### config.mk
export PLATFORM = sky130hd
export DESIGN_NAME = idru_queue
export DESIGN_NICKNAME = d
export VERILOG_FILES = /design/src/sv/idru_pkg.sv /design/src/sv/idru_queue.sv
export SDC_FILE = /design/constraint.sdc
export NUM_CORES = 1
export LEC_CHECK = 0
export BUFFER_PORTS_ARGS = -buffer_cell sky130_fd_sc_hd__buf_4
export CAP_MARGIN = 20
export CORE_MARGIN = 4
export CORE_UTILIZATION = 50
export CTS_BUF_LIST = sky130_fd_sc_hd__clkbuf_8
export DETAILED_ROUTE_END_ITERATION = 10
export GPL_TIMING_DRIVEN = 0
export PLACE_DENSITY_LB_ADDON = 0.08
export SLEW_MARGIN = 20
export SYNTH_ARGS = -nofsm -noshare
export SYNTH_HDL_FRONTEND = slang
export SYNTH_SLANG_ARGS = --single-unit
### constraint.sdc
create_clock -name clk -period 4.2 [get_ports clk]
set_clock_uncertainty 0.1 [all_clocks]
set_input_delay 1.05 -clock clk [delete_from_list [all_inputs] [get_ports clk]]
set_output_delay 1.05 -clock clk [all_outputs]
set_load 0.01 [all_outputs]
### src/sv/idru_pkg.sv
// Shared constants, types and the divide step for the integer divide/remainder unit.
`default_nettype none
package idru_pkg;

  localparam int DataWidth  = 32;
  // Queue depth must be a power of two so the pointers wrap on their own.
  localparam int QueueDepth = 4;
  localparam int QueuePtrW  = $clog2(QueueDepth);
  localparam int QueueCntW  = $clog2(QueueDepth + 1);

  typedef logic [DataWidth-1:0] word_t;

  typedef enum logic [1:0] {
    CmdDivS = 2'd0,
    CmdDivU = 2'd1,
    CmdRemS = 2'd2,
    CmdRemU = 2'd3
  } cmd_t;

  // Classified operation as it leaves the front end.
  typedef struct packed {
    word_t mag_a;
    word_t mag_b;
    logic  neg_q;
    logic  neg_r;
    logic  want_rem;
    logic  div_zero;
  } div_op_t;

  // State carried through one restoring-division stage.
  typedef struct packed {
    word_t rem;
    word_t aq;
    word_t mag_b;
    logic  neg_q;
    logic  neg_r;
    logic  want_rem;
    logic  div_zero;
  } step_t;

  // One restoring step: bring down the next dividend bit, trial subtract.
  function automatic step_t div_step(input step_t s);
    logic [DataWidth:0] trial;
    step_t              n;
    trial = {s.rem, s.aq[DataWidth-1]} - {1'b0, s.mag_b};
    n = s;
    if (!trial[DataWidth]) begin
      n.rem = trial[DataWidth-1:0];
      n.aq  = {s.aq[DataWidth-2:0], 1'b1};
    end else begin
      n.rem = {s.rem[DataWidth-2:0], s.aq[DataWidth-1]};
      n.aq  = {s.aq[DataWidth-2:0], 1'b0};
    end
    return n;
  endfunction

endpackage
`default_nettype wire

### src/sv/idru_queue.sv
// Short FIFO between the front end and the divider pipeline.
`default_nettype none
module idru_queue (
  input  wire               clk,
  input  wire               rst,
  input  wire               push,
  input  idru_pkg::div_op_t push_op,
  output logic              full,
  input  wire               pop,
  output idru_pkg::div_op_t head,
  output logic              not_empty
);
  import idru_pkg::*;

  div_op_t              entries [QueueDepth];
  logic [QueuePtrW-1:0] wr_ptr;
  logic [QueuePtrW-1:0] rd_ptr;
  logic [QueueCntW-1:0] count;
  logic                 do_push;
  logic                 do_pop;

  assign full      = (count == QueueCntW'(QueueDepth));
  assign not_empty = (count != '0);
  assign head      = entries[rd_ptr];
  assign do_push   = push & ~full;
  assign do_pop    = pop & not_empty;

  always_ff @(posedge clk) begin
    if (rst) begin
      wr_ptr <= '0;
      rd_ptr <= '0;
      count  <= '0;
    end else begin
      if (do_push) begin
        wr_ptr <= wr_ptr + QueuePtrW'(1);
      end
      if (do_pop) begin
        rd_ptr <= rd_ptr + QueuePtrW'(1);
      end
      if (do_push && !do_pop) begin
        count <= count + QueueCntW'(1);
      end else if (do_pop && !do_push) begin
        count <= count - QueueCntW'(1);
      end
    end
  end

  always_ff @(posedge clk) begin
    if (do_push) begin
      entries[wr_ptr] <= push_op;
    end
  end

endmodule
`default_nettype wire

### Word level (Yosys, flattened, before mapping)

Memories as Yosys holds them, arrays and structs flattened. A register that Yosys moved wholly into a read port is not among the register bits.
Index checks and enable logic that the tools add are counted.

| word-level totals | value |
|---|---|
| bits in writable memories | 272 |
| input port bits | 72 |
| memories | 1 |
| output and inout bits | 70 |
| flip-flop bits (word level) | 7 |

| cells by class | value |
|---|---|
| muxes and demuxes | 6 |
| equality and inequality tests | 1 |
| reductions and logical operators | 6 |
| $add $sub $neg | 4 |
| bitwise operators | 3 |

Memory list:

| memory | words | width | rd ports | clocked after memory_dff | wr ports | RTL line | text |
|---|---|---|---|---|---|---|---|
| entries | 4 | 68 | 1 | 1 | 1 | idru_queue.sv:15 | `div_op_t entries [QueueDepth];` |

Operator list:

| operator | number |
|---|---|
| 3-bit 2-to-1 mux | 2 |
| 2-bit by 1-bit adder with 2-bit output, second input constant | 2 |
| 2-bit 2-to-1 mux | 2 |
| 3-bit by 1-bit adder with 3-bit output, second input constant | 1 |
| 3-bit equality test, second input constant | 1 |
| 3-bit nonzero test | 1 |
| 3-bit by 1-bit subtractor with 3-bit output, second input constant | 1 |
| 1-bit bitwise AND | 2 |
| 1-bit logical AND | 2 |
| 1-bit zero test | 2 |
| 1-bit 2-to-1 mux | 2 |
| 2-bit nonzero test | 1 |
| 1-bit inverter | 1 |

### Depth between registers and ports, before layout

Gate-level depths: netlist of the first run.

| depth | value |
|---|---|
| word-level depth | 7 |
| mapped depth | 8 |
| depth with buffers taken out | 8 |

### Least setup slack after synthesis of the first run

OpenSTA, ideal clock, no wires.

| timing path | value |
|---|---|
| kind | input -> register |
| start | input push |
| end | memory entries[0][0] (netlist bit), enable pin |
| cell stages on the path | 3 |
| data arrival time | 2.984 ns |
| setup slack | 0.682 ns |
| setup time | 0.433 ns |
| data required time | 3.667 ns |
| path through | inv_1 nor2_1 and2_1 |

| between the ends | value |
|---|---|
| word-level cells in the longest chain between the ends | 3 |

Ends and longest elaborated chain:

| item | RTL line | text |
|---|---|---|
| from (decl) | idru_queue.sv:6 | `input wire push,` |
| 1-bit bitwise AND | idru_queue.sv:25 | `assign do_push = push & ~full;` |
| named net do_push | idru_queue.sv:19 | `logic do_push;` |
| 1-bit 2-to-1 mux | idru_queue.sv:49 | `if (do_push) begin` |
| 1-bit 2-to-1 mux (not written as such) | idru_queue.sv:50 | `entries[wr_ptr] <= push_op;` |
| to (decl) | idru_queue.sv:15 |  |

The timed path passes the listed nets, and every way through them passes these cells.

==> reports/results.txt, run 1 <==
Worst Path Required = 3.05 ns
Mapped Area = 10,300 µm²
share of layout cells above drive strength 1 = 0.446
Setup Viol. Count Final = 0
worst-path maximum fanout = 10
Clock Path Buffers = 3
global-route wire length before repair = 27.8 mm
CP cell instances = buf_2 > clkbuf_1 > mux4_2 > buf_4
clk root buf = clkbuf_8
Iteration-0 DRC Markers = 178
worst path bufs/invs = 3
Setup Crit Path Kind = flip-flop to primary output
dpl hpwl = 11.1 mm
Boundary Pins = 142
vias in the first global route = 5,141
GRT Total Usage = 0.163
Detailed Routing Iterations Pass 1 = 4
placed cell area = 11,800 µm²
Place WS = 1.13 ns
setup tns final = 0 ns
Post-Syn Nets = 482
Die H = 151 µm
crit end category = primary output
clock period minus worst slack = 3.31 ns
P&R area growth vs syn = 22.2%
Final ANT Viol Nets = 0
largest net degree at the start of global routing = 41
worst slew pin tran = 0.712 ns
total wire length = 18.0 mm
Pwr Density = 584 nW/µm²
CP Launch Type = flip-flop
die width = 151 µm
Syn Inst Count = 404
flops & latches, synth = 281
Final Hold Viols = 0
RSZ-0062 raised after global routing = no
Clock transition at path regs = 0.06 ns
core area = 20,200 µm²
cell area after layout = 12,600 µm²
Die ar. = 22,900 µm²
Vias = 4,686
Leak = 4.33 nW
clock latency on the worst-skew pair = 0.53 ns
period utilization = 0.788
Hold WS = 0.426 ns
max-slew violation count = 0
most frequent cells in the layout = edfxtp_1 (272), buf_4 (144), mux4_2 (68)
CP max-delay cell = clkbuf_1
NumNets Final = 672
post-cts sizing count = 0
HP Class = flip-flop to flip-flop
Ys Warns = 0
Num CTS Buffers = 44
syn avg cell area = 25.5 µm²
status = complete, no violations
Final WS setup = 0.890 ns
Worst EP arrival = 2.16 ns
initial antenna violation count = 0
clock sinks = 281
most common cell after layout, fill and taps aside = edfxtp_1
setup repair bufs after CTS = 0
wire per inst = 20.1 µm
Via density = 5.22
Worst IR Drop VDD = 0.000343 V
cts hold-fix bufs = 0
sequential area share after synthesis = 0.811
H-tree Lvls = 2
CTS tree = yes
Overall Power = 7.34 mW
Peak Freq = 0.302 GHz
Starting Density = 0.509
Placer Congestion = 0.721
Netlist cell types = 22
worst rel slew slack = 0.525
# DRC = 0
row count = 52
ANT cells = 0
CP top delay family = buffers and inverters
CP max stage delay = 0.57 ns
IO buf count = 140
# Max-Cap Violations = 0
gr ovfl total = 0
cells by family after synthesis:
| group | share of synthesized area |
|---|---|
| AOI/OAI and AO/OA | 0.00353 |
| xor gates and xnor gates | 0.00340 |
| buffers and inverters | 0.0151 |
| muxes | 0.151 |
| and+or+nand+nor | 0.00839 |
| adders and majority gates | 0.00802 |
| DFF | 0.811 |
worst register-to-register path: cells and delay by family, from the launching register on:
kind	cells	cell delay, ns
simple gates	3	0.84
compound gates	1	0.16
buf+inv	1	0.07
xor+xnor	1	0.17
flops	1	0.45
fa+ha+maj	2	0.65
stage by stage:
step                 util  instances
floorplan               -        404
global placement    0.577        814
detailed placement  0.583        818
CTS                 0.622        898
global route        0.622        898
finish              0.622        898
area by class of cell:
class	count	area [µm²]
Inverter	4	15.0
Multi-Input combinational cell	102	1800
Clock inverter	34	140
Sequential cell	281	8350
Buffer	17	140
Tap cell	270	338
Timing Repair Buffer	144	1160
Clock buffer	46	633
Fill cell	1408	7660
sequential cells by signal, indices dropped and copies added (netlist names), named ones only:
signal / flops
entries: 272
count: 3
rd_ptr: 2
wr_ptr: 2
synth_stat cells (all sizes together):
library cell,number,area share
edfxtp,272,0.79
inv,4,0.0015
o21ai,2,0.00097
mux4,68,0.15
or3,3,0.0018
dfxtp,9,0.018
nor2,6,0.0022
a21oi,2,0.00097
and2,4,0.0024
mux2i,2,0.0019
ha,5,0.0061
clkbuf,5,0.0018
o311ai,1,0.00085
nand2b,2,0.0012
buf,12,0.012
nor3b,1,0.00073
fa,1,0.0019
xor2,4,0.0034
o31ai,1,0.00073
path summary, 6_finish.rpt:
path / start / end / slack [ns] / cells after the start
worst max-delay path: flip-flop / head[0] / 0.89 / 4
worst min-delay path: rd_ptr[1] / flip-flop / 0.43 / 2
worst min register to register: rd_ptr[1] / flip-flop / 0.43 / 2
worst max register to register: count[0] / count[2] / 1.69 / 8
metal layers:
layer	vias up	routed length, µm	global-route usage
li1	2104	-	-
met1	2418	7000	0.201
met2	133	9290	0.275
met3	31	1370	0.0512
met4	0	391	0.0606
met5	-	0	0
where the power goes:
| group | total [mW] | internal [mW] | switching, mW | leakage [nW] |
|---|---|---|---|---|
| logic | 1.94 | 1.05 | 0.884 | 1.30 |
| clock network | 1.97 | 1.01 | 0.955 | 0.462 |
| registers | 3.44 | 3.37 | 0.0693 | 2.57 |
| total | 7.34 | 5.44 | 1.91 | 4.33 |
No activity file was read; power rests on OpenSTA's default activity.
==> run 2, diff against run 1 <==
==> constraint.sdc (replaced) <==
create_clock -name clk -period 2.8 [get_ports clk]
set_clock_uncertainty 0.1 [all_clocks]
set_input_delay 0.7 -clock clk [delete_from_list [all_inputs] [get_ports clk]]
set_output_delay 0.7 -clock clk [all_outputs]
set_load 0.01 [all_outputs]
==> run 2 against run 1 <==
  * Die area unchanged
  * Sequential power is 50% higher
  * Combinational power rose by 58%
  * Clock power increased by 50%
  * Final cell count is 0.11% lower
  * Cell area is 0.74% higher
  * Global-route usage is 0.39 points lower
  * Setup slack worse by 0.84 ns
  * Highest routed layer unchanged
  * Core utilization grew 0.46 points
  * Critical path depth increased by 1
  * Register-to-register slack worse by 1.4 ns
  * Non-clock buffer count is 7 higher
==> reports/results.txt, run 2 (synthesized netlist as in run 1, its figures left out) <==
status = complete, no violations (unchanged)
crit end category = primary output (unchanged)
worst slew pin tran = 0.694 ns (was 0.712 ns)
initial antenna violation count = 0 (unchanged)
IO buf count = 140 (unchanged)
Num CTS Buffers = 43 (was 44)
GRT Total Usage = 0.159 (was 0.163)
Peak Freq = 0.364 GHz
Boundary Pins = 142 (unchanged)
core area = 20,200 µm² (unchanged)
CTS tree = yes (unchanged)
# Max-Cap Violations = 0 (unchanged)
Reg-to-Reg Start = count[0] (unchanged)
Die H = 151 µm (unchanged)
Iteration-0 DRC Markers = 132 (was 178)
Flop pwr share = 0.462 (was 0.468)
Via density = 5.24 (was 5.22)
Clock Path Buffers = 3 (unchanged)
gr ovfl total = 0 (unchanged)
crit path to = head[67] (was head[0])
Die ar. = 22,900 µm² (unchanged)
vias in the first global route = 5,059 (was 5,141)
Switching Power = 2.86 mW (was 1.91 mW)
clock sinks = 281 (unchanged)
Vias = 4,704 (was 4,686)
share of layout cells above drive strength 1 = 0.461 (was 0.446)
Final ANT Viol Nets = 0 (unchanged)
worst-path maximum fanout = 9 (was 10)
clock share of power = 0.264 (was 0.268)
clk root buf = clkbuf_8 (unchanged)
NumNets Final = 678 (was 672)
most common cell after layout, fill and taps aside = edfxtp_1 (unchanged)
worst rel slew slack = 0.537 (was 0.525)
Setup Viol. Count Final = 0 (unchanged)
clock latency on the worst-skew pair = 0.52 ns (was 0.53 ns)
largest reg by FF count = entries (unchanged)
Comb pwr share = 0.275 (was 0.264)
Pwr Density = 883 nW/µm² (was 584 nW/µm²)
Largest register FFs = 272 (unchanged)
CP Launch Type = flip-flop (unchanged)
RSZ-0062 raised after global routing = yes (was no)
H-tree Lvls = 2 (unchanged)
largest net degree at the start of global routing = 44 (was 41)
ANT cells = 0 (unchanged)
most frequent cells in the layout = edfxtp_1 (272), buf_4 (137), mux4_2 (68) (was edfxtp_1 (272), buf_4 (144), mux4_2 (68))
Place WS = 0.0459 ns (was 1.13 ns)
Clock transition at path regs = 0.06 ns (about the same)
Finished Layout Cells = 897 (was 898)
Worst Path Required = 2.00 ns (was 3.05 ns)
Starting Density = 0.509 (unchanged)
global-route wire length before repair = 27.1 mm (was 27.8 mm)
total placed cells including tap cells = 818 (unchanged)
row count = 52 (unchanged)
Regs by FF count = entries x272, count x3 (unchanged)
wire per inst = 20.4 µm (was 20.1 µm)
RR Endpoint = count[2] (unchanged)
die width = 151 µm (unchanged)
clock period minus worst slack = 2.75 ns
Net Sw Frac = 0.256 (was 0.260)
period utilization = 0.980
# DRC = 0 (unchanged)
Internal Power = 8.32 mW (was 5.44 mW)
cts hold-fix bufs = 0 (unchanged)
Detailed Routing Iterations Pass 1 = 4 (unchanged)
HP Class = input pin to flip-flop (was flip-flop to flip-flop)
Final WS setup = 0.0550 ns (was 0.890 ns)
P&R area growth vs syn = 23.1% (was 22.2%)
Worst EP arrival = 1.95 ns (was 2.16 ns)
reg-to-reg setup timing slack = 0.31 ns (was 1.69 ns)
total wire length = 18.3 mm (was 18.0 mm)
Final Hold Viols = 0 (unchanged)
Setup Crit Path Kind = flip-flop to primary output (unchanged)
Placer Congestion = 0.708 (was 0.721)
Worst IR Drop VDD = 0.000485 V (was 0.000343 V)
Leak = 4.39 nW (was 4.33 nW)
dpl hpwl = 11.0 mm (was 11.1 mm)
R2R depth = 8 (unchanged)
max-slew violation count = 0 (unchanged)
run 2: cell types whose count changed in the layout (fill, tap and decap cells not counted), moves of 3 or more:
cell	previous run	this run
clkbuf_1	5	1
buf_2	4	1
buf_12	3	7
clkbuf_2	0	4
buf_4	144	137
clkinv_2	4	1
clkinv_1	9	3
buf_16	4	0
buf_6	1	17
run 2: metal layers:
| metal | up-vias | track usage | routed length [µm] |
|---|---|---|---|
| met5 | - | 0 | 0 |
| li1 | 2111 | - | - |
| met2 | 153 | 0.275 | 9570 |
| met1 | 2415 | 0.197 | 7010 |
| met3 | 25 | 0.0449 | 1460 |
| met4 | 0 | 0.0521 | 294 |
run 2: stage by stage:
step                hold slack, ns  area, µm²  setup TNS (ns)   util  power, mW
finish                       0.272      12700               0  0.626       11.2
detailed placement           0.406      11800               0  0.582       8.22
CTS                          0.237      12600         -0.0318  0.621       11.2
global route                 0.243      12700          -0.257  0.626       11.8
floorplan                    0.382      10300               0      -       6.96
global placement             0.391      11700         -133.95  0.578       8.15
run 2: worst max-delay path, cell delays in order, from the launching register on:
cell and delay [ns]:
dfxtp_2 0.32, buf_6 0.12, buf_12 0.14, buf_4 0.15, mux4_2 0.52, buf_4 0.17
run 2: worst min-delay path by stage:
stage / startpoint / to / slack [ns] / cells past startpoint
final: push_op[23] / entries[1][23] / 0.27 / 1
after detailed placement: rd_ptr[0] / rd_ptr[0] / 0.41 / 2
after global placement: wr_ptr[1] / wr_ptr[1] / 0.39 / 2
after global routing: push_op[44] / entries[3][44] / 0.24 / 1
after CTS: push_op[58] / entries[0][58] / 0.24 / 1
after floorplan: wr_ptr[1] / wr_ptr[1] / 0.38 / 2
run 2: cell type report:
class                   instances  area, µm²
plain buffers                  17        164
clock buffers                  48        661
clock inverters                24       91.3
fillers                      1417       7560
inverters                       4       15.0
multi-input cells             102       1800
flip-flops and latches        281       8350
well taps                     270        338
repair buffers                151       1250
run 2: power groups by stage:
stage / sequential, mW / clock, mW / combinational (mW)
2_1_floorplan: 5.22 / 0 / 1.74
3_3_place_gp: 5.24 / 0 / 2.91
3_5_place_dp: 5.25 / 0 / 2.97
4_1_cts: 5.17 / 3.05 / 3.03
5_1_grt: 5.19 / 3.24 / 3.32
6_report: 5.16 / 2.95 / 3.07
run 2: what timing repair did:
| action | CTS | global route |
|---|---|---|
| pin swaps | 0 | 0 |
| gates cloned | 0 | 1 |
| resized for setup | 16 | 8 |
| setup endpoints to repair | 60 | 39 |
| buffers inserted | 0 | 6 |
