File: src/sv/idru_pkg.sv
// Shared constants, types and the divide step for the integer divide/remainder unit.
`default_nettype none
package idru_pkg;

  localparam int DataWidth  = 32;
  // Queue depth must be a power of two so the pointers wrap on their own.
  localparam int QueueDepth = 4;
  localparam int QueuePtrW  = $clog2(QueueDepth);
  localparam int QueueCntW  = $clog2(QueueDepth + 1);

  typedef logic [DataWidth-1:0] word_t;

  typedef enum logic [1:0] {
    CmdDivS = 2'd0,
    CmdDivU = 2'd1,
    CmdRemS = 2'd2,
    CmdRemU = 2'd3
  } cmd_t;

  // Classified operation as it leaves the front end.
  typedef struct packed {
    word_t mag_a;
    word_t mag_b;
    logic  neg_q;
    logic  neg_r;
    logic  want_rem;
    logic  div_zero;
  } div_op_t;

  // State carried through one restoring-division stage.
  typedef struct packed {
    word_t rem;
    word_t aq;
    word_t mag_b;
    logic  neg_q;
    logic  neg_r;
    logic  want_rem;
    logic  div_zero;
  } step_t;

  // One restoring step: bring down the next dividend bit, trial subtract.
  function automatic step_t div_step(input step_t s);
    logic [DataWidth:0] trial;
    step_t              n;
    trial = {s.rem, s.aq[DataWidth-1]} - {1'b0, s.mag_b};
    n = s;
    if (!trial[DataWidth]) begin
      n.rem = trial[DataWidth-1:0];
      n.aq  = {s.aq[DataWidth-2:0], 1'b1};
    end else begin
      n.rem = {s.rem[DataWidth-2:0], s.aq[DataWidth-1]};
      n.aq  = {s.aq[DataWidth-2:0], 1'b0};
    end
    return n;
  endfunction

endpackage
`default_nettype wire

File: src/sv/idru_if.sv
// Request and response channel interfaces of the divide/remainder unit.
`default_nettype none
interface idru_req_if;
  import idru_pkg::*;
  logic       valid;
  logic       ready;
  word_t      dividend;
  word_t      divisor;
  logic [1:0] command;

  modport source (output valid, output dividend, output divisor, output command, input ready);
  modport sink (input valid, input dividend, input divisor, input command, output ready);
endinterface

`default_nettype wire

File: src/sv/idru_front.sv
// Front end: accept a request, classify signs and special cases, hold it for the queue.
`default_nettype none
module idru_front (
  input  wire               clk,
  input  wire               rst,
  idru_req_if.sink          request,
  output logic              push,
  output idru_pkg::div_op_t push_op,
  input  wire               queue_full
);
  import idru_pkg::*;

  logic    held;
  div_op_t op;
  div_op_t op_next;
  logic    is_signed;
  logic    want_rem;
  logic    neg_a;
  logic    neg_b;
  logic    div_zero;

  always_comb begin
    case (cmd_t'(request.command))
      CmdDivS: begin is_signed = 1'b1; want_rem = 1'b0; end
      CmdDivU: begin is_signed = 1'b0; want_rem = 1'b0; end
      CmdRemS: begin is_signed = 1'b1; want_rem = 1'b1; end
      CmdRemU: begin is_signed = 1'b0; want_rem = 1'b1; end
      default: begin is_signed = 1'b0; want_rem = 1'b0; end
    endcase
  end

  always_comb begin
    div_zero = (request.divisor == '0);
    // Divide by zero keeps the raw dividend so the remainder comes out unchanged.
    neg_a = is_signed & request.dividend[DataWidth-1] & ~div_zero;
    neg_b = is_signed & request.divisor[DataWidth-1];
    op_next.mag_a    = neg_a ? (~request.dividend + word_t'(1)) : request.dividend;
    op_next.mag_b    = neg_b ? (~request.divisor + word_t'(1)) : request.divisor;
    op_next.neg_q    = neg_a ^ neg_b;
    op_next.neg_r    = neg_a;
    op_next.want_rem = want_rem;
    op_next.div_zero = div_zero;
  end

  assign push          = held;
  assign push_op       = op;
  assign request.ready = ~held | ~queue_full;

  always_ff @(posedge clk) begin
    if (rst) begin
      held <= 1'b0;
    end else if (request.valid && request.ready) begin
      held <= 1'b1;
    end else if (!queue_full) begin
      held <= 1'b0;
    end
  end

  always_ff @(posedge clk) begin
    if (request.valid && request.ready) begin
      op <= op_next;
    end
  end

endmodule
`default_nettype wire

File: src/flat_wrapper.sv
// flat-port wrapper written by rule: the top's interface ports become plain ports
module idru_front_flat import idru_pkg::*;
  (clk, rst, push, push_op, queue_full, request_valid, request_dividend, request_divisor, request_command, request_ready);
  idru_req_if request_i ();
  input  wire clk;
  input  wire rst;
  output logic push;
  output idru_pkg::div_op_t push_op;
  input  wire queue_full;
  input wire logic [$bits(request_i.valid)-1:0] request_valid;
  input wire logic [$bits(request_i.dividend)-1:0] request_dividend;
  input wire logic [$bits(request_i.divisor)-1:0] request_divisor;
  input wire logic [$bits(request_i.command)-1:0] request_command;
  output wire logic [$bits(request_i.ready)-1:0] request_ready;
  assign request_i.valid = request_valid;
  assign request_i.dividend = request_dividend;
  assign request_i.divisor = request_divisor;
  assign request_i.command = request_command;
  assign request_ready = request_i.ready;
  idru_front u_core (.clk(clk), .rst(rst), .request(request_i), .push(push), .push_op(push_op), .queue_full(queue_full));
endmodule
File: config.mk
export PLATFORM = sky130hd
export DESIGN_NAME = idru_front_flat
export DESIGN_NICKNAME = d
export VERILOG_FILES = /design/src/sv/idru_pkg.sv /design/src/sv/idru_if.sv /design/src/sv/idru_front.sv /design/src/flat_wrapper.sv
export SDC_FILE = /design/constraint.sdc
export NUM_CORES = 1
export LEC_CHECK = 0
export BUFFER_PORTS_ARGS = -buffer_cell sky130_fd_sc_hd__buf_2
export CAP_MARGIN = 40
export CORE_ASPECT_RATIO = 1.5
export CORE_MARGIN = 5
export CORE_UTILIZATION = 49
export CTS_BUF_LIST = sky130_fd_sc_hd__clkbuf_8 sky130_fd_sc_hd__clkbuf_16
export CTS_CLUSTER_DIAMETER = 200
export DETAILED_ROUTE_END_ITERATION = 10
export GPL_TIMING_DRIVEN = 0
export PLACE_DENSITY = 0.87
export SLEW_MARGIN = 15
export SYNTH_ARGS = -nofsm -noshare
export SYNTH_HDL_FRONTEND = slang
export SYNTH_SLANG_ARGS = --single-unit
File: constraint.sdc
create_clock -name clk -period 3.4 [get_ports clk]
set_clock_uncertainty 0.15 [all_clocks]
set_input_delay 0.68 -clock clk [delete_from_list [all_inputs] [get_ports clk]]
set_output_delay 0.68 -clock clk [all_outputs]
set_load 0.01 [all_outputs]
# Word-level counts from Yosys, hierarchy flattened
# Index checks and enable logic that the tools add are counted.
# totals
mem_bits_ro	0
latch_bits	0
in_bits	70
out_inout_bits	70
regBits	69
ram_bits	0
memories	0
wordCells	36
# op_classes
eq_ne	4
shift	0
n_addsub	2
mux	6
reduce_logical	7
mul	0
n_div	0
n_lt_le_gt_ge	0
bitwise	10
# ops
operator	n
$add 32x1->32 const B	2
$mux 32	2
$not 32->32	2
$logic_not 32->1	1
$reduce_or 2->1	4
$eq 2x2->1 const B	2
$pmux 1 s2	2
$and 1x1->1	3
$not 1->1	3
$eq 2x1->1 const B	1
$logic_not 2->1	1
$mux 1	2
$ne 2x1->1 const B	1
$logic_and 1x1->1	1
$or 1x1->1	1
$xor 1x1->1	1

# Logic depth before layout (Yosys ltp)
# Gate-level depths: netlist of the first run.
# logic_depth
depth_word	6
depth_mapped	9

# Worst setup path before layout of the first run
# Ideal clock, no wire load.
# synth_path
path_kind	input port to flip-flop
from	in queue_full
to	reg u_core.op (netlist bit u_core.push_op[0]) (enable)
setup_time_ns	0.434
path_stages	2
slack_ns	0.391
required_ns	2.816
t_arrival_ns	2.425
path_buffers	0
cell_sequence	nand2_1 -> and2_1
# synth_between
elab_chain_cells	3
# synth_rtl
element	line_no	text
start, declared	flat_wrapper.sv:9	input wire queue_full;
$not 1->1	idru_front.sv:47	assign request.ready = ~held | ~queue_full;
$or 1x1->1	idru_front.sv:47	
$logic_and 1x1->1	idru_front.sv:60	if (request.valid && request.ready) begin
end signal, assigned	idru_front.sv:61	op <= op_next;
end, declared	idru_front.sv:14	div_op_t op;
# No other way between the ends.
# A chain may end at the register's enable or synchronous reset.

==> metrics.md, run 1 <==
| Metric | Value |
|---|---|
| Outcome | `finished, final reports clean` |
| Hold Vio Cnt, Final | `0` |
| Fin Setup TNS | `0 ns` |
| Sw frac | `26.3%` |
| CTS sink count | `69` |
| Hold buffers post-CTS | `0` |
| DRT Pass-1 Iters | `4` |
| Synth cell count leaders | `edfxtp_1, xnor2_1, xor2_1` |
| Actual slew at the worst max-slew pin | `a little over 0.8 ns` |
| Synth async-reset ratio | `0%` |
| Post-synthesis compound-gate area fraction | `10.9%` |
| RSZ-0062 raised after global routing | `no` |
| CP Launch Type | `primary input` |
| CP endpoint kind | `register` |
| Nets@finish | `505` |
| Worst EP required | `between 3 and 4 ns` |
| ANT cells | `0` |
| # Post-CTS Setup Buffers | `0` |
| Hold Crit Start | `rst` |
| Syn_nets | `about 360` |
| Post-DR wirelength/cell | `16.5 um` |
| Row count | `38` |
| Synth Register Bits | `69` |
| Total of max-cap violations | `0` |
| Starting density of the core | `49.5%` |
| DR vias/cell | `5.28` |
| First-pass GRT wire length | `13600 um` |
| Critical R2R Launch | `u_core.push` |
| Maximum vdd ir drop | `about 0.24 mV` |
| CTS buffer count | `9` |
| Pin count of the biggest net entering global routing | `36` |
| Count of input and output buffers | `roughly 140` |
| Max Clk Rate | `0.374 GHz` |
| Synth Flop Type | `edfxtp_1` |
| Die H | `114 um` |
| Share of cells above drive strength 1 | `40.9%` |
| Slew HR | `44.2%` |
| Simple-gate share of the synthesized area | `between 10 and 15%` |
| Synth area leader | `edfxtp_1` |
| Hold WC Path Type | `primary input to register` |
| Post-DP HPWL | `6970 um` |
| All-Layer GR Usage | `19.8%` |
| Hold endpoint | `u_core.push` |
| Hold Path Cell Cnt | `2` |
| Combinational Power Share | `between 15 and 20%` |
| Distinct cells, synth | `slightly above 40` |
| WS Path Type | `primary input to register` |
| Sequential element share of the synthesized area | `about three fifths` |
| Vias in the first global route | `2915` |
| Setup violators final | `0` |
| Cts repair resizes | `0` |
| Routability Congestion | `0.817` |
| IO Count | `140` |
| WP data arrival | `~2.6 ns` |
| Final period util | `78.6%` |
| Avg Cell Area, Syn | `12.6 um^2` |
| P per Cell Area | `421 nW/um^2` |
| CTS HTree Levels | `3` |
| Area growth from synthesis to layout | `28.0%` |
| Synthesized cell area | `3550 um^2` |
| EDFF count, synth | `slightly below 70` |
| Total number of vias | `2841` |
| Die area | `9090 um^2` |
| Clk pwr share | `28.7%` |
| CP Max Fanout | `5` |
| Ys Warns | `0` |
| Placed cell count | `522` |
| DRC violations left | `0` |
| Root buffer cell | `clkbuf_8` |
| R2r endpoint | `u_core.push_op[7]` |
| Longest Clk Path Bufs | `2` |
| Post-layout minimum cycle time | `2.67 ns` |
| Adder-cell share of the synthesized area | `0.704%` |
| CTS tree | `yes` |
| Synth Instances | `~280` |
| 1st-iter DRT viols | `136` |
| Max-slew violation count | `0` |
| Most common cell in the synthesized netlist | `edfxtp_1` |
| Internal | `between 0.001 and 0.0015 W` |
| Top cells by area, synth | `edfxtp_1, xnor2_1, xor2_1` |
| Post-synthesis xor/xnor area fraction | `14.3%` |
| Post-route ant nets | `0` |
| Antenna violations before repair | `0` |
| Die X | `about 80 um` |
| Core area | `around 7200 um^2` |
| Largest family of logic cells by synthesized area | `XOR/XNOR gates` |
| Area post-placement | `about 4400 um^2` |
| Worst skew pair latency | `0.34 ns` |
| Total grt overflow | `0` |
| Reg-to-reg setup timing slack | `1.81 ns` |
| Post-synthesis mux area share | `0%` |
| Worst path cell trace | `buf_2 -> nor4_1 -> and4_1 -> nor2b_1 -> a21oi_1 -> xor2_1` |
| Critical path's slowest cell | `nor4_1` |
| Final WL | `8880 um` |
| Sequential Power Share | `between 50% and 60%` |
| Reg clk slew, reported paths | `approximately 0.070 ns` |
| Leakage | `1.83 nW` |
| Fill count | `around 590` |
| Post-synth top area share | `between 50% and 60%` |
| Post-layout power | `~0.0019 W` |
| R2R depth | `3` |
| Worst hold margin | `0.336 ns` |
| Sw Pwr | `approximately 0.00050 W` |
| Finished Cell Area | `roughly 4600 um^2` |
| Non-Filler Instances | `538` |
| CP peak stage delay | `0.73 ns` |
[flip-flops by register name, summed over array words and instances, names as in the netlist]
signal / count
u_core.push_op: 68
u_core.push: 1
[metal layers]
layer  GRT usage, %  routed length, um  share of wire, %
met1           19.2               2930                33
met2           37.6               4980                56
met3           7.48                851               9.6
met4           6.19                113               1.3
met5              0                  0                 0
[cell families (layout without fill, tap and decap cells)]
group,Yosys count,after routing
compound gates,52,52
buf+inv,15,170
fa+ha+maj,2,2
xor+xnor,58,58
flops,69,69
simple gates,87,87
[stage by stage]
step                util, %  worst slack [ns]
CTS                    63.4             0.745
detailed placement     61.2             0.388
global placement       60.9            -0.163
floorplan                 -             0.391
finish                 63.4             0.727
global route           63.4             0.560
[cells in the final DEF (no fill, tap or decap), types with 8 or more instances in the layout]
| cell | count |
|---|---|
| buf_2 | 139 |
| nor4_1 | 8 |
| edfxtp_1 | 68 |
| nor2_1 | 27 |
| xor2_1 | 28 |
| nand2_1 | 10 |
| clkbuf_8 | 9 |
| o21ai_0 | 8 |
| inv_1 | 8 |
| a21oi_1 | 21 |
| xnor2_1 | 30 |
[critical path, delay by kind of cell]
family / cells / cell delay [ns]
buffers and inverters: 1 / 0.12
AND/OR/NAND/NOR: 3 / 1.46
XOR/XNOR: 1 / 0.19
AO/OA/AOI/OAI: 1 / 0.15
[cell type report]
cell class / count / area (um^2) / share of cell area (%)
Sequential cell: 69 / 2060 / 45.3
Tap cell: 100 / 125 / 2.75
Timing Repair Buffer: 139 / 711 / 15.6
Inverter: 8 / 30.0 / 0.660
Clock buffer: 9 / 124 / 2.72
Multi-Input combinational cell: 199 / 1420 / 31.3
Clock inverter: 7 / 33.8 / 0.742
Buffer: 7 / 42.5 / 0.935
[power by group through the flow]
stage                     logic (W)  clock network [W]  registers (W)
final                      0.000331           0.000550        0.00104
after global routing       0.000360           0.000609        0.00104
after CTS                  0.000333           0.000562        0.00104
after detailed placement   0.000332                  0        0.00105
after global placement     0.000314                  0        0.00106
after floorplan            0.000123                  0        0.00110
[worst max-delay path by stage]
stage	cells past startpoint	to	slack (ns)	startpoint
2_1_floorplan	2	u_core.push_op[0]	0.39	queue_full
3_3_place_gp	3	u_core.push_op[31]	-0.16	queue_full
3_5_place_dp	9	u_core.push_op[40]	0.39	request_divisor[1]
4_1_cts	6	u_core.push_op[23]	0.74	request_divisor[3]
5_1_grt	6	u_core.push_op[23]	0.56	request_divisor[3]
6_report	6	u_core.push_op[23]	0.73	request_divisor[3]
Power figures use the tool's default switching activity.
==> inputs of run 2 (changes only) <==
Settings changed: ABC_AREA set to 1, CORE_UTILIZATION 49 to 50, PLACE_DENSITY 0.87 to 0.85.
Clock period 3.4 ns to 2.7 ns, I/O delays scaled along.
==> run 2 against run 1 <==
Count of clock-buffer cells in the layout did not move. Cell area increased by 24%. Total power up 59%. Sequential share of layout area down 8.9 points. Utilization up 1.1 points. First-iteration DRC count shrank 2.2%. Sequential power is 25% higher. Largest cell class is now multi-input combinational cells. Highest routed layer unchanged.
==> metrics.md, run 2 <==
| Metric | Value |
|---|---|
| Share of cells above drive strength 1 | `24.8% (was 40.9%)` |
| Synth Register Bits | `69 (unchanged)` |
| Post-DR wirelength/cell | `14.7 um (was 16.5 um)` |
| Critical R2R Launch | `u_core.push (unchanged)` |
| Hold endpoint | `u_core.push (unchanged)` |
| Reg clk slew, reported paths | `0.05 ns (was 0.07 ns)` |
| CP Max Fanout | `10 (was 5)` |
| Setup violators final | `0 (unchanged)` |
| Synth area leader | `edfxtp_1 (unchanged)` |
| DRC violations left | `0 (unchanged)` |
| RSZ-0062 raised after global routing | `no (unchanged)` |
| Post-layout power | `0.00304 W (was 0.00192 W)` |
| Synth Flop Type | `edfxtp_1 (unchanged)` |
| Critical path's slowest cell | `o21a_4 (was nor4_1)` |
| Hold WC Path Type | `primary input to register (unchanged)` |
| 1st-iter DRT viols | `133 (was 136)` |
| Hold Vio Cnt, Final | `0 (unchanged)` |
| Max-slew violation count | `0 (unchanged)` |
| Finished Cell Area | `5660 um^2 (was 4550 um^2)` |
| Buf/Inv on CP | `3 (was 1)` |
| CP peak stage delay | `0.26 ns (was 0.73 ns)` |
| Top cells by area, synth | `edfxtp_1, nand2_1, nor2_1 (was edfxtp_1, xnor2_1, xor2_1)` |
| Post-layout minimum cycle time | `1.97 ns` |
| Most common cell in the synthesized netlist | `nand2_1 (was edfxtp_1)` |
| First-pass GRT wire length | `20000 um (was 13600 um)` |
| DR vias/cell | `5.04 (was 5.28)` |
| Syn_nets | `663 (was 355)` |
| Total number of vias | `4319 (was 2841)` |
| Nets@finish | `814 (was 505)` |
| CTS tree | `yes (unchanged)` |
| Total of max-cap violations | `0 (unchanged)` |
| CP endpoint kind | `register (unchanged)` |
| Fin Setup TNS | `0 ns (unchanged)` |
| Synth cell count leaders | `nand2_1, nor2_1, edfxtp_1 (was edfxtp_1, xnor2_1, xor2_1)` |
| ANT cells | `0 (unchanged)` |
| EDFF count, synth | `68 (unchanged)` |
| CP dominant cell by count | `nand2_1` |
| Max Clk Rate | `0.507 GHz` |
| P per Cell Area | `537 nW/um^2 (was 421 nW/um^2)` |
| Total grt overflow | `0 (unchanged)` |
| Routability Congestion | `0.903 (was 0.817)` |
| Max reg flops | `68 (unchanged)` |
| Core area | `8780 um^2 (was 7180 um^2)` |
| Worst path cell trace | `buf_2 -> inv_1 -> ha_1 -> nand3_2 -> nor2_2 -> nand2_2 -> o21a_4 -> buf_6 -> nand2_1 -> nand2_1 (was buf_2 -> nor4_1 -> and4_1 -> nor2b_1 -> a21oi_1 -> xor2_1)` |
| Root buffer cell | `clkbuf_16 (was clkbuf_8)` |
| Most common cell after layout, fill and taps aside | `nand2_1 (was buf_2)` |
| # Post-CTS Setup Buffers | `0 (unchanged)` |
| WS Path Type | `primary input to register (unchanged)` |
| Actual slew at the worst max-slew pin | `0.674 ns (was 0.830 ns)` |
| IO Count | `140 (unchanged)` |
| Reg-to-reg setup timing slack | `1.06 ns (was 1.81 ns)` |
| Maximum vdd ir drop | `0.304 mV (was 0.243 mV)` |
| Distinct cells, synth | `29 (was 41)` |
| CP Launch Type | `primary input (unchanged)` |
| Hold buffers post-CTS | `0 (unchanged)` |
| Hold Path Cell Cnt | `2 (unchanged)` |
| CP delay by family, top | `simple AND/OR/NAND/NOR gates (unchanged)` |
| CTS HTree Levels | `3 (unchanged)` |
| Synth Instances | `591 (was 283)` |
| Final period util | `73.1%` |
| Post-DP HPWL | `10400 um (was 6970 um)` |
| Pin count of the biggest net entering global routing | `29 (was 36)` |
| Avg Cell Area, Syn | `7.53 um^2 (was 12.6 um^2)` |
| Sequential element share of the synthesized area | `46.3% (was 58.0%)` |
| All-Layer GR Usage | `23.4% (was 19.8%)` |
| Area growth from synthesis to layout | `27.2% (was 28.0%)` |
| Antenna violations before repair | `0 (unchanged)` |
| Longest Clk Path Bufs | `2 (unchanged)` |
| Die H | `126 um (was 114 um)` |
| Commonest cells after routing, fill and taps aside | `nand2_1, buf_2, nor2_1 (was buf_2, edfxtp_1, xnor2_1)` |
| Starting density of the core | `50.7% (was 49.5%)` |
| DRT Pass-1 Iters | `4 (unchanged)` |
| Worst skew pair latency | `0.32 ns (was 0.34 ns)` |
| CTS buffer count | `9 (unchanged)` |
| Count of input and output buffers | `138 (unchanged)` |
| Synth async-reset ratio | `0% (unchanged)` |
| Vias in the first global route | `4365 (was 2915)` |
| Row count | `42 (was 38)` |
| CTS sink count | `69 (unchanged)` |
| Worst EP required | `2.63 ns (was 3.32 ns)` |
| Area post-placement | `5350 um^2 (was 4390 um^2)` |
| Outcome | `finished, final reports clean (unchanged)` |
| Final WL | `12600 um (was 8880 um)` |
| Post-route ant nets | `0 (unchanged)` |
| R2r endpoint | `u_core.push_op[7] (unchanged)` |
| WP data arrival | `1.90 ns (was 2.60 ns)` |
| Die X | `87.1 um (was 79.5 um)` |
| Ys Warns | `0 (unchanged)` |
| Slew HR | `55.0% (was 44.2%)` |
| Die area | `10900 um^2 (was 9090 um^2)` |
| R2R depth | `2 (was 3)` |
| Post-synth top area share | `45.9% (was 57.4%)` |
| Synthesized cell area | `4450 um^2 (was 3550 um^2)` |
| Leakage | `2.70 nW (was 1.83 nW)` |
| Hold Crit Start | `rst (unchanged)` |
| Cts repair resizes | `0 (unchanged)` |
[run 2: cell count changes after synthesis, sizes merged, moves of 19 or more]
cell	change
a21oi	-19
xnor2	-25
nand3	+28
nand2	+238
inv	+55
nor2	+72
[run 2: cell families after synthesis]
family | count (synthesis) | share of synthesized area (%)
AO/OA/AOI/OAI | 21 | 2.95
XOR/XNOR | 35 | 6.88
adder cells (fa/ha/maj) | 2 | 0.562
buffers and inverters | 73 | 7.25
flip-flops | 69 | 46.3
AND/OR/NAND/NOR | 391 | 36.0
[run 2: metrics by stage]
step                setup slack, ns  hold slack (ns)  std cells  util [%]
finish                        0.727            0.223        857      64.5
global route                  0.622            0.216        857      64.5
CTS                           0.715            0.215        857      64.5
detailed placement            0.379            0.379        841      60.9
global placement            -0.0778            0.344        839      60.3
floorplan                     0.410            0.453        591         -
[run 2: per-layer routing]
layer | vias to the layer above | track usage (%) | share of wire, %
met2 | 166 | 43.0 | 54
li1 | 2167 | - | -
met5 | - | 0 | 0
met1 | 1950 | 24.0 | 34
met3 | 36 | 4.41 | 6.9
met4 | 0 | 13.0 | 5.0
[run 2: power breakdown]
| part | total, W | internal, W | switching [W] |
|---|---|---|---|
| clock | 0.00123 | 0.000803 | 0.000427 |
| combinational | 0.000508 | 0.000192 | 0.000316 |
| sequential | 0.00130 | 0.00128 | 0.0000197 |
| total | 0.00304 | 0.00228 | 0.000762 |
[run 2: final cells by class]
class,instances,area [um^2]
plain buffers,10,86.3
clock buffers,9,225
clock inverters,7,90.1
fillers,801,3110
inverters,63,236
multi-input cells,449,2080
flip-flops and latches,69,2060
well taps,110,138
repair buffers,140,746
[run 2: worst max path at each step]
stage | end | depth (start not counted) | startpoint
detailed placement | u_core.push_op[3] | 10 | request_divisor[1]
floorplan | u_core.push_op[0] | 2 | request_valid
global placement | u_core.push_op[37] | 2 | queue_full
CTS | u_core.push_op[3] | 10 | request_divisor[1]
global route | u_core.push_op[3] | 10 | request_divisor[1]
finish | u_core.push_op[3] | 10 | request_divisor[1]
[run 2: worst register-to-register path: stages (launching register included)]
cell and delay, ns:
dfxtp_1 0.35, a21oi_4 0.57, buf_16 0.26
